==> config.mk <==
export PLATFORM = sky130hd
export DESIGN_NAME = hicd_ctrl
export DESIGN_NICKNAME = d
export VERILOG_FILES = /design/src/hw/rtl/hicd_pkg.sv /design/src/hw/rtl/hicd_ctrl.sv
export VERILOG_INCLUDE_DIRS = /design/src /design/src/hw/rtl
export SDC_FILE = /design/constraint.sdc
export NUM_CORES = 1
export LEC_CHECK = 0
export BUFFER_PORTS_ARGS = -buffer_cell sky130_fd_sc_hd__buf_2
export CAP_MARGIN = 20
export CORE_ASPECT_RATIO = 1.5
export CORE_MARGIN = 1.5
export CORE_UTILIZATION = 53
export CTS_CLUSTER_DIAMETER = 150
export DETAILED_ROUTE_END_ITERATION = 7
export PLACE_DENSITY = 0.83
export SYNTH_ARGS = -nofsm -noshare
export SYNTH_HDL_FRONTEND = slang
export SYNTH_SLANG_ARGS = --single-unit
==> constraint.sdc <==
create_clock -name clk -period 6.48 [get_ports clk]
set_input_delay 1.944 -clock clk [delete_from_list [all_inputs] [get_ports clk]]
set_output_delay 1.944 -clock clk [all_outputs]
set_load 0.005 [all_outputs]
==> src/hw/rtl/h_index_core_decomposition_unit_macros.svh <==
// assertion macros shared by the h-index core decomposition rtl
`ifndef H_INDEX_CORE_DECOMPOSITION_UNIT_MACROS_SVH
`define H_INDEX_CORE_DECOMPOSITION_UNIT_MACROS_SVH
`ifndef ASSERT_OFF
`define HICD_ASSERT_ALWAYS(lbl, clk, rst, expr) \
  lbl: assert property (@(posedge clk) disable iff (rst) (expr)) \
    else $error("assertion failed");
`define HICD_ASSERT_IMPL(lbl, clk, rst, ante, cons) \
  lbl: assert property (@(posedge clk) disable iff (rst) (ante) |-> (cons)) \
    else $error("assertion failed");
`else
`define HICD_ASSERT_ALWAYS(lbl, clk, rst, expr)
`define HICD_ASSERT_IMPL(lbl, clk, rst, ante, cons)
`endif
`endif

==> src/hw/rtl/hicd_pkg.sv <==
// shared types and constants for the h-index core decomposition unit
`timescale 1ns / 1ps
`default_nettype none
package hicd_pkg;
  localparam int MAX_VERTICES = 1024;
  localparam int MAX_EDGES    = 16384;
  localparam int VTX_W        = 10;
  localparam int NCNT_W       = 11;
  localparam int EDGE_AW      = 14;
  localparam int EC_W         = 15;
  localparam int PASS_W       = 16;
  localparam int BKT_W        = 11;
  localparam int TOT_W        = 12;
  localparam int ENTRY_W      = 2 * VTX_W;

  localparam logic [NCNT_W-1:0] MAX_N      = NCNT_W'(MAX_VERTICES);
  localparam logic [VTX_W-1:0]  EST_CAP    = 10'd1023;
  localparam logic [BKT_W-1:0]  BUCKET_CAP = 11'd2047;
  localparam logic [PASS_W-1:0] PASS_CAP   = 16'hFFFF;

  typedef enum logic [1:0] {
    MODE_CLEAR = 2'd0,
    MODE_LOAD  = 2'd1,
    MODE_RUN   = 2'd2,
    MODE_READ  = 2'd3
  } mode_t;

  localparam logic [1:0] ST_OK    = 2'd0;
  localparam logic [1:0] ST_FULL  = 2'd1;
  localparam logic [1:0] ST_RANGE = 2'd2;

  typedef struct packed {
    logic take;
    logic rd_out;
    logic vtx_start;
    logic vtx_end;
    logic deg_rd;
    logic deg_chk;
    logic init_wr;
    logic clr_wr;
    logic bk_start;
    logic bk_rd;
    logic bk_nb;
    logic bk_est;
    logic bk_inc;
    logic sc_start;
    logic sc_rd;
    logic sc_chk;
    logic upd_rd;
    logic upd_wr;
    logic fin;
  } cmd_t;

  typedef struct packed {
    logic out_free;
    logic out_full;
    logic r_end;
    logic p_end;
    logic row_hit;
    logic nb_ok;
    logic d_zero;
    logic k_at_cap;
    logic bk_end;
    logic k_zero;
    logic tot_hit;
    logic init_phase;
    logic changed;
  } stat_t;
endpackage
`default_nettype wire

==> src/hw/rtl/hicd_ctrl.sv <==
// controller state machine sequencing load, run sweeps and reads
`timescale 1ns / 1ps
`default_nettype none
`include "h_index_core_decomposition_unit_macros.svh"
module hicd_ctrl (
  input  wire              clk,
  input  wire              rst,
  input  wire              in_valid,
  output logic             in_ready,
  input  hicd_pkg::mode_t  mode,
  input  hicd_pkg::stat_t  st,
  output hicd_pkg::cmd_t   cmd
);
  import hicd_pkg::*;

  typedef enum logic [17:0] {
    S_IDLE    = 18'h00001,
    S_READ    = 18'h00002,
    S_VTX     = 18'h00004,
    S_DEG_RD  = 18'h00008,
    S_DEG_CHK = 18'h00010,
    S_INIT_WR = 18'h00020,
    S_CLR     = 18'h00040,
    S_BKST    = 18'h00080,
    S_BK_RD   = 18'h00100,
    S_BK_NB   = 18'h00200,
    S_BK_EST  = 18'h00400,
    S_BK_INC  = 18'h00800,
    S_SCST    = 18'h01000,
    S_SC_RD   = 18'h02000,
    S_SC_CHK  = 18'h04000,
    S_UPD_RD  = 18'h08000,
    S_UPD_WR  = 18'h10000,
    S_FIN     = 18'h20000
  } state_t;

  state_t state, state_next, row_done;

  // where a row goes once its degree is known
  always_comb begin
    if (st.init_phase) begin
      row_done = S_INIT_WR;
    end else if (st.d_zero) begin
      row_done = S_UPD_RD;
    end else begin
      row_done = S_CLR;
    end
  end

  always_comb begin
    cmd        = '0;
    in_ready   = 1'b0;
    state_next = state;
    case (state)
      S_IDLE: begin
        in_ready = st.out_free;
        if (in_valid && st.out_free) begin
          cmd.take = 1'b1;
          case (mode)
            MODE_RUN:  state_next = S_VTX;
            MODE_READ: state_next = S_READ;
            default:   state_next = S_IDLE;
          endcase
        end
      end
      S_READ: begin
        cmd.rd_out = 1'b1;
        state_next = S_IDLE;
      end
      S_VTX: begin
        if (st.r_end) begin
          cmd.vtx_end = 1'b1;
          if (!st.init_phase && !st.changed) begin
            state_next = S_FIN;
          end
        end else begin
          cmd.vtx_start = 1'b1;
          state_next    = S_DEG_RD;
        end
      end
      S_DEG_RD: begin
        if (st.p_end) begin
          state_next = row_done;
        end else begin
          cmd.deg_rd = 1'b1;
          state_next = S_DEG_CHK;
        end
      end
      S_DEG_CHK: begin
        cmd.deg_chk = 1'b1;
        state_next  = st.row_hit ? S_DEG_RD : row_done;
      end
      S_INIT_WR: begin
        cmd.init_wr = 1'b1;
        state_next  = S_VTX;
      end
      S_CLR: begin
        cmd.clr_wr = 1'b1;
        if (st.k_at_cap) begin
          state_next = S_BKST;
        end
      end
      S_BKST: begin
        cmd.bk_start = 1'b1;
        state_next   = S_BK_RD;
      end
      S_BK_RD: begin
        if (st.bk_end) begin
          state_next = S_SCST;
        end else begin
          cmd.bk_rd  = 1'b1;
          state_next = S_BK_NB;
        end
      end
      S_BK_NB: begin
        cmd.bk_nb  = 1'b1;
        state_next = st.nb_ok ? S_BK_EST : S_BK_RD;
      end
      S_BK_EST: begin
        cmd.bk_est = 1'b1;
        state_next = S_BK_INC;
      end
      S_BK_INC: begin
        cmd.bk_inc = 1'b1;
        state_next = S_BK_RD;
      end
      S_SCST: begin
        cmd.sc_start = 1'b1;
        state_next   = S_SC_RD;
      end
      S_SC_RD: begin
        if (st.k_zero) begin
          state_next = S_UPD_RD;
        end else begin
          cmd.sc_rd  = 1'b1;
          state_next = S_SC_CHK;
        end
      end
      S_SC_CHK: begin
        cmd.sc_chk = 1'b1;
        state_next = st.tot_hit ? S_UPD_RD : S_SC_RD;
      end
      S_UPD_RD: begin
        cmd.upd_rd = 1'b1;
        state_next = S_UPD_WR;
      end
      S_UPD_WR: begin
        cmd.upd_wr = 1'b1;
        state_next = S_VTX;
      end
      S_FIN: begin
        cmd.fin    = 1'b1;
        state_next = S_IDLE;
      end
      default: state_next = S_IDLE;
    endcase
  end

  always_ff @(posedge clk) begin
    if (rst) begin
      state <= S_IDLE;
    end else begin
      state <= state_next;
    end
  end

  // a result lands only in an empty output slot
  `HICD_ASSERT_IMPL(a_read_slot_free, clk, rst, state == S_READ, !st.out_full)
  `HICD_ASSERT_IMPL(a_fin_slot_free, clk, rst, state == S_FIN, !st.out_full)
endmodule
`default_nettype wire

==> flow_summary.ini, run 1 <==
[placed_design]
dp.cells = 198
numPortBuffers = 36
gp_congestion = 0.842
place_ws_ns = 2.10
place_hpwl_um = 2250

[cells_and_area]
antennaDiodeCount = 0
instances_no_fill = 201
largest_reg_flops = 18
area_growth_pct = 19.0
final_util_pct = 67.3
nNetsFinal = 199
top_register = state
biggestRegsByFlops = state: 18 flops
drive_above_1_share_pct = 25.7

[global_routing]
antenna_found_initial = 0
grt_pass1_vias = 1067
overflow = 0
grt.total_usage_pct = 26.4
grt_max_degree = 19
grt_pass1_wl_um = 4490

[power]
vdd_drop_max_uv = 114
power.internal_uw = 154
pwr-share-clk_pct = 25.1
p_seq_share_pct = 53.7
p_leak_uw = 0.000605
power_switching_uw = 60.3
combPwrFrac_pct = 21.2
p_sw_share_pct = 28.2
powerDensity_nw_per_um2 = 157

[worst_setup_path]
r2r_slack_ns = 4.14
r2r_start = state[16]$_SDFFE_PP0P_
path_max_fanout = 8
cpPeakStageDelay_ns = 0.45
end_kind = primary output
cp-start-kind = flip-flop
reg2regPathDepth = 6
cp_cell_sequence = or3_1 -> or3_1 -> or3_4 -> nor4b_2 -> buf_2
path_common_cell = or3_1
cp.buffers_inverters = 1
critical_path_required_ns = 4.54
critPathSlowestCell = or3_4
crit_family = simple AND/OR/NAND/NOR gates
cp.arrival_ns = 2.47
crit_type = reg -> out
r2r_end = state[1]$_SDFFE_PP0P_

[sta]
rsz0062_at_grt = no
fmax_ghz = 0.227
setup_violations = 0
fin_hold_ws_ns = 0.575
period_share_pct = 68.1
hold_violations = 0
fin_skew_ns = 0.00158
min_period_ns = 4.41
final.setup.tns_ns = 0
maxSlewHeadroom_pct = 66.5
layout_setup_ws_ns = 2.07
drv_slew = 0
worst_pin_slew_ns = 0.499

[logic_synthesis]
synth_warnings = 0
synth-main-ff-cell = dfxtp_1
yosys-top-cells-area = dfxtp_1, nor3_1, nor2_1
ys_types = 43
postSynthAreaPerCell_um2 = 8.02
ys_seq_elements = 18
synth-seq-area-share_pct = 31.4
synth_nets = 161
synth_area_um2 = 1150
yosysTopAreaCellShare_pct = 31.4
netlist_top_cells_count = dfxtp_1, nor3_1, nor2_1, inv_1, nor2b_1
synthArstFlopShare_pct = 0
synth-edff-count = 0
netlist.top_cell.by_area = dfxtp_1
synthCells = 143

[clock_network]
htree_levels = 1
clockBufferDepth = 2
numCtsBuffers = 3
clkTransAtPathRegs_ns = 0.09
holdBufCountCts = 0
cts_resized = 0
cts_tree = done
cts_sinks = 18
clockRootBuffer = clkbuf_4
clkLatencyLatePin_ns = 0.29
cts_setup_buffers = 0

[route]
drt_iter0_drc = 55
firstDrtPassIters = 5
wl_um = 2930
viasPerCell = 6.10
antenna_left = 0
vias = 1227
wire_per_inst_um = 14.6
drc = 0

[floorplanning]
initial_core_util_pct = 56.6
dieArea_um2 = 2460
pin_count = 38
num_rows = 20
die_y_um = 60.0
core_um2 = 2030
die_w_um = 41.0

[min_path]
hp-class = reg -> reg
holdPathEnd = state[16]$_SDFFE_PP0P_
hold_start = state[14]$_SDFFE_PP0P_
hold_depth = 1

[run_status]
status = finished clean

[job]
maxCapViolCount = 0
[through the flow]
step	total power (uW)	instance area, um^2
after CTS	214	1370
after detailed placement	162	1340
after global placement	160	1340
after global routing	226	1370
after floorplan	148	1150
final	214	1370
[cell usage in the layout (no fill, tap or decap), types with 2 or more instances in the layout]
master / Yosys / routed
a211oi_1: 2 / 2
a21oi_1: 2 / 2
and2_1: 4 / 4
and3_1: 2 / 2
and4_1: 3 / 3
buf_2: 1 / 36
clkbuf_4: 0 / 3
dfxtp_1: 18 / 18
inv_1: 7 / 7
nand2_1: 4 / 4
nand2b_1: 4 / 4
nand3_1: 2 / 2
nand3b_1: 2 / 2
nand4_1: 3 / 3
nand4b_1: 2 / 2
nor2_1: 17 / 17
nor2b_1: 6 / 6
nor3_1: 18 / 18
nor3b_1: 4 / 4
nor4_1: 4 / 4
o21ai_0: 5 / 5
or2_2: 2 / 2
or3_1: 5 / 5
or4_1: 3 / 3
xnor2_1: 2 / 2
xor2_1: 2 / 2
[kinds of logic after synthesis]
family                    share of synthesized area (%)
AOI/OAI and AO/OA                                  13.5
DFF                                                31.4
buffers and inverters                              3.38
and+or+nand+nor                                    48.6
xor gates and xnor gates                           3.05
[routing by layer]
metal  vias up  GRT usage (%)  wire length [um]
li1        619              -                 -
met1       565           30.5              1240
met3         7           2.23               101
met2        36           46.7              1540
met5         -              0                 0
met4         0           10.0                48
[power groups by stage]
stage	Combinational [uW]	Clock, uW	Sequential [uW]
floorplan	31.7	0	116
global placement	43.2	0	117
detailed placement	44.9	0	117
CTS	45.1	54.3	115
global route	50.3	60.6	115
finish	45.3	53.7	115
[worst max path at each step]
stage,from,end,slack [ns],depth (start not counted)
3_3_place_gp,st[10],cmd[16],2.09,3
3_5_place_dp,st[10],cmd[16],2.10,3
5_1_grt,state[17]$_SDFFE_PP0P_,cmd[10],1.94,5
2_1_floorplan,st[10],cmd[16],2.34,1
4_1_cts,state[17]$_SDFFE_PP0P_,cmd[10],2.05,5
6_report,state[6]$_SDFFE_PP0P_,cmd[10],2.07,5
[worst reg2reg max path: stages, from the launching register on]
cell and delay [ns]:
dfxtp_1 0.38, or4_1 0.55, or3_1 0.43, o32ai_1 0.37, or2_2 0.23, nor2_1 0.06
and4_1 0.22
[final cells by class]
type                            instances  area [um^2]
Multi-Input combinational cell        115          748
Fill cell                             190          662
Sequential cell                        18          360
Timing Repair Buffer                   36          180
Tap cell                               22         27.5
Inverter                                7         26.3
Clock buffer                            3         22.5
Power figures use the tool's default switching activity.
==> inputs of run 2 (changes only) <==
--- a/config.mk
+++ b/config.mk
@@ -10,10 +10,10 @@
 export CAP_MARGIN = 20
 export CORE_ASPECT_RATIO = 1.5
 export CORE_MARGIN = 1.5
-export CORE_UTILIZATION = 53
+export CORE_UTILIZATION = 45
 export CTS_CLUSTER_DIAMETER = 150
 export DETAILED_ROUTE_END_ITERATION = 7
-export PLACE_DENSITY = 0.83
+export PLACE_DENSITY = 0.75
 export SYNTH_ARGS = -nofsm -noshare
 export SYNTH_HDL_FRONTEND = slang
 export SYNTH_SLANG_ARGS = --single-unit
==> constraint.sdc (replaced) <==
create_clock -name clk -period 4 [get_ports clk]
set_input_delay 1.2 -clock clk [delete_from_list [all_inputs] [get_ports clk]]
set_output_delay 1.2 -clock clk [all_outputs]
set_load 0.005 [all_outputs]
==> run 2 against run 1 <==
Compared with the run above: core utilization down 11 points; worst hold slack better by 0.0090 ns; final cell count increased by 1.5%; non-clock buffer count is 1 higher; clock skew increased by 0.0034 ns; critical path type unchanged; first-iteration DRC count down 53%; sequential share of layout area shrank 0.19 points; via count decreased by 0.65%.
==> flow_summary.ini, run 2 (synthesis results as in run 1) <==
[route]
wire_per_inst_um = 14.1
viasPerCell = 5.98
antenna_left = 0
firstDrtPassIters = 4
wl_um = 2870
drt_iter0_drc = 26
vias = 1219
drc = 0

[global_routing]
grt_pass1_wl_um = 4770
grt_pass1_vias = 1118
grt_max_degree = 19
overflow = 0
grt.total_usage_pct = 22.0
antenna_found_initial = 0

[worst_setup_path]
crit_family = simple AND/OR/NAND/NOR gates
r2r_start = state[17]$_SDFFE_PP0P_
reg2regPathDepth = 6
cp.arrival_ns = 2.43
path_max_fanout = 7
critPathSlowestCell = or3_4
end_kind = primary output
cp.buffers_inverters = 1
cpPeakStageDelay_ns = 0.45
cp_cell_sequence = or3_1 -> or3_1 -> or3_4 -> nor4b_2 -> buf_2
cp-start-kind = flip-flop
r2r_slack_ns = 1.71
r2r_end = state[0]$_SDFFE_PP1P_
path_common_cell = or3_1
crit_type = reg -> out
critical_path_required_ns = 2.80

[sta]
setup_violations = 0
drv_slew = 0
hold_violations = 0
fmax_ghz = 0.275
rsz0062_at_grt = no
min_period_ns = 3.63
fin_skew_ns = 0.00500
worst_pin_slew_ns = 0.485
period_share_pct = 90.8
maxSlewHeadroom_pct = 67.4
final.setup.tns_ns = 0

[placed_design]
numPortBuffers = 36
dpl_cell_area_um2 = 1350
gp_congestion = 0.920
place_hpwl_um = 2320

[clock_network]
cts_tree = done
clockRootBuffer = clkbuf_4
holdBufCountCts = 0
cts_resized = 0
clockBufferDepth = 2
cts_setup_buffers = 0
clkLatencyLatePin_ns = 0.29
clkTransAtPathRegs_ns = 0.10
htree_levels = 1
numCtsBuffers = 3
cts_sinks = 18

[cells_and_area]
nNetsFinal = 200
top_register = state
biggestRegsByFlops = state: 18 flops
layout_commonest_cell = buf_2
area_growth_pct = 19.8
mostFrequentLayoutCells = buf_2, nor3_1, dfxtp_1
final_util_pct = 56.8
drive_above_1_share_pct = 26.1
antennaDiodeCount = 0
largest_reg_flops = 18
fin_area_um2 = 1380
num-fill-cells = 246

[power]
p_total_uw = 345
vdd_drop_max_uv = 197
powerDensity_nw_per_um2 = 251
p_leak_uw = 0.000610

[floorplanning]
core_um2 = 2420
pin_count = 38
die_w_um = 44.2
dieArea_um2 = 2870
num_rows = 22
initial_core_util_pct = 47.4
die_y_um = 64.8

[job]
maxCapViolCount = 0

[min_path]
hold_start = state[14]$_SDFFE_PP0P_
holdPathEnd = state[16]$_SDFFE_PP0P_
hp-class = reg -> reg
hold_depth = 1

[run_status]
status = finished clean
run 2: cell count changes in the layout (fill, tap and decap cells not counted):
cell   delta
buf_4     +1
run 2: how the worst max path moves through the flow:
stage / startpoint / endpoint / slack [ns] / cells past startpoint
floorplan: state[17]$_SDFFE_PP0P_ / cmd[10] / 0.96 / 5
global placement: state[17]$_SDFFE_PP0P_ / cmd[10] / 0.67 / 5
detailed placement: state[17]$_SDFFE_PP0P_ / cmd[10] / 0.69 / 5
CTS: state[17]$_SDFFE_PP0P_ / cmd[10] / 0.35 / 5
global route: state[17]$_SDFFE_PP0P_ / cmd[10] / 0.23 / 5
finish: state[17]$_SDFFE_PP0P_ / cmd[10] / 0.37 / 5
run 2: per-layer routing:
layer  track usage, %  wire length [um]  up-vias  part of all wire (%)
met4             11.0                57        0                   2.0
met2             39.5              1520       36                    53
met5                0                 0        -                     0
met3             1.95               128        6                   4.5
li1                 -                 -      613                     -
met1             24.6              1170      564                    41
run 2: final cells by class:
cell class | count | area (um^2) | share of cell area [%]
Tap cell | 24 | 30.0 | 2.18
Timing Repair Buffer | 37 | 188 | 13.6
Clock buffer | 3 | 22.5 | 1.64
Inverter | 7 | 26.3 | 1.91
Multi-Input combinational cell | 115 | 748 | 54.4
Sequential cell | 18 | 360 | 26.2
run 2: stage by stage:
step           worst slack, ns  instances  hold slack (ns)
2_1_floorplan            0.955        143            0.516
3_3_place_gp             0.672        201            0.547
3_5_place_dp             0.685        201            0.580
4_1_cts                  0.346        204            0.589
5_1_grt                  0.228        204            0.671
6_report                 0.368        204            0.584
run 2: power breakdown:
group          switching, uW  leakage (uW)  internal, uW
sequential              4.49      0.000145           182
combinational           40.4      0.000451          32.1
clock                   51.2     0.0000138          35.0
run 2: worst register-to-register path, cell delays in order (launching register included):
cell and delay, ns:
dfxtp_1 0.36, or3_1 0.39, or3_1 0.42, or3_4 0.45, o221a_1 0.23, a221oi_2 0.23, o21bai_1 0.10
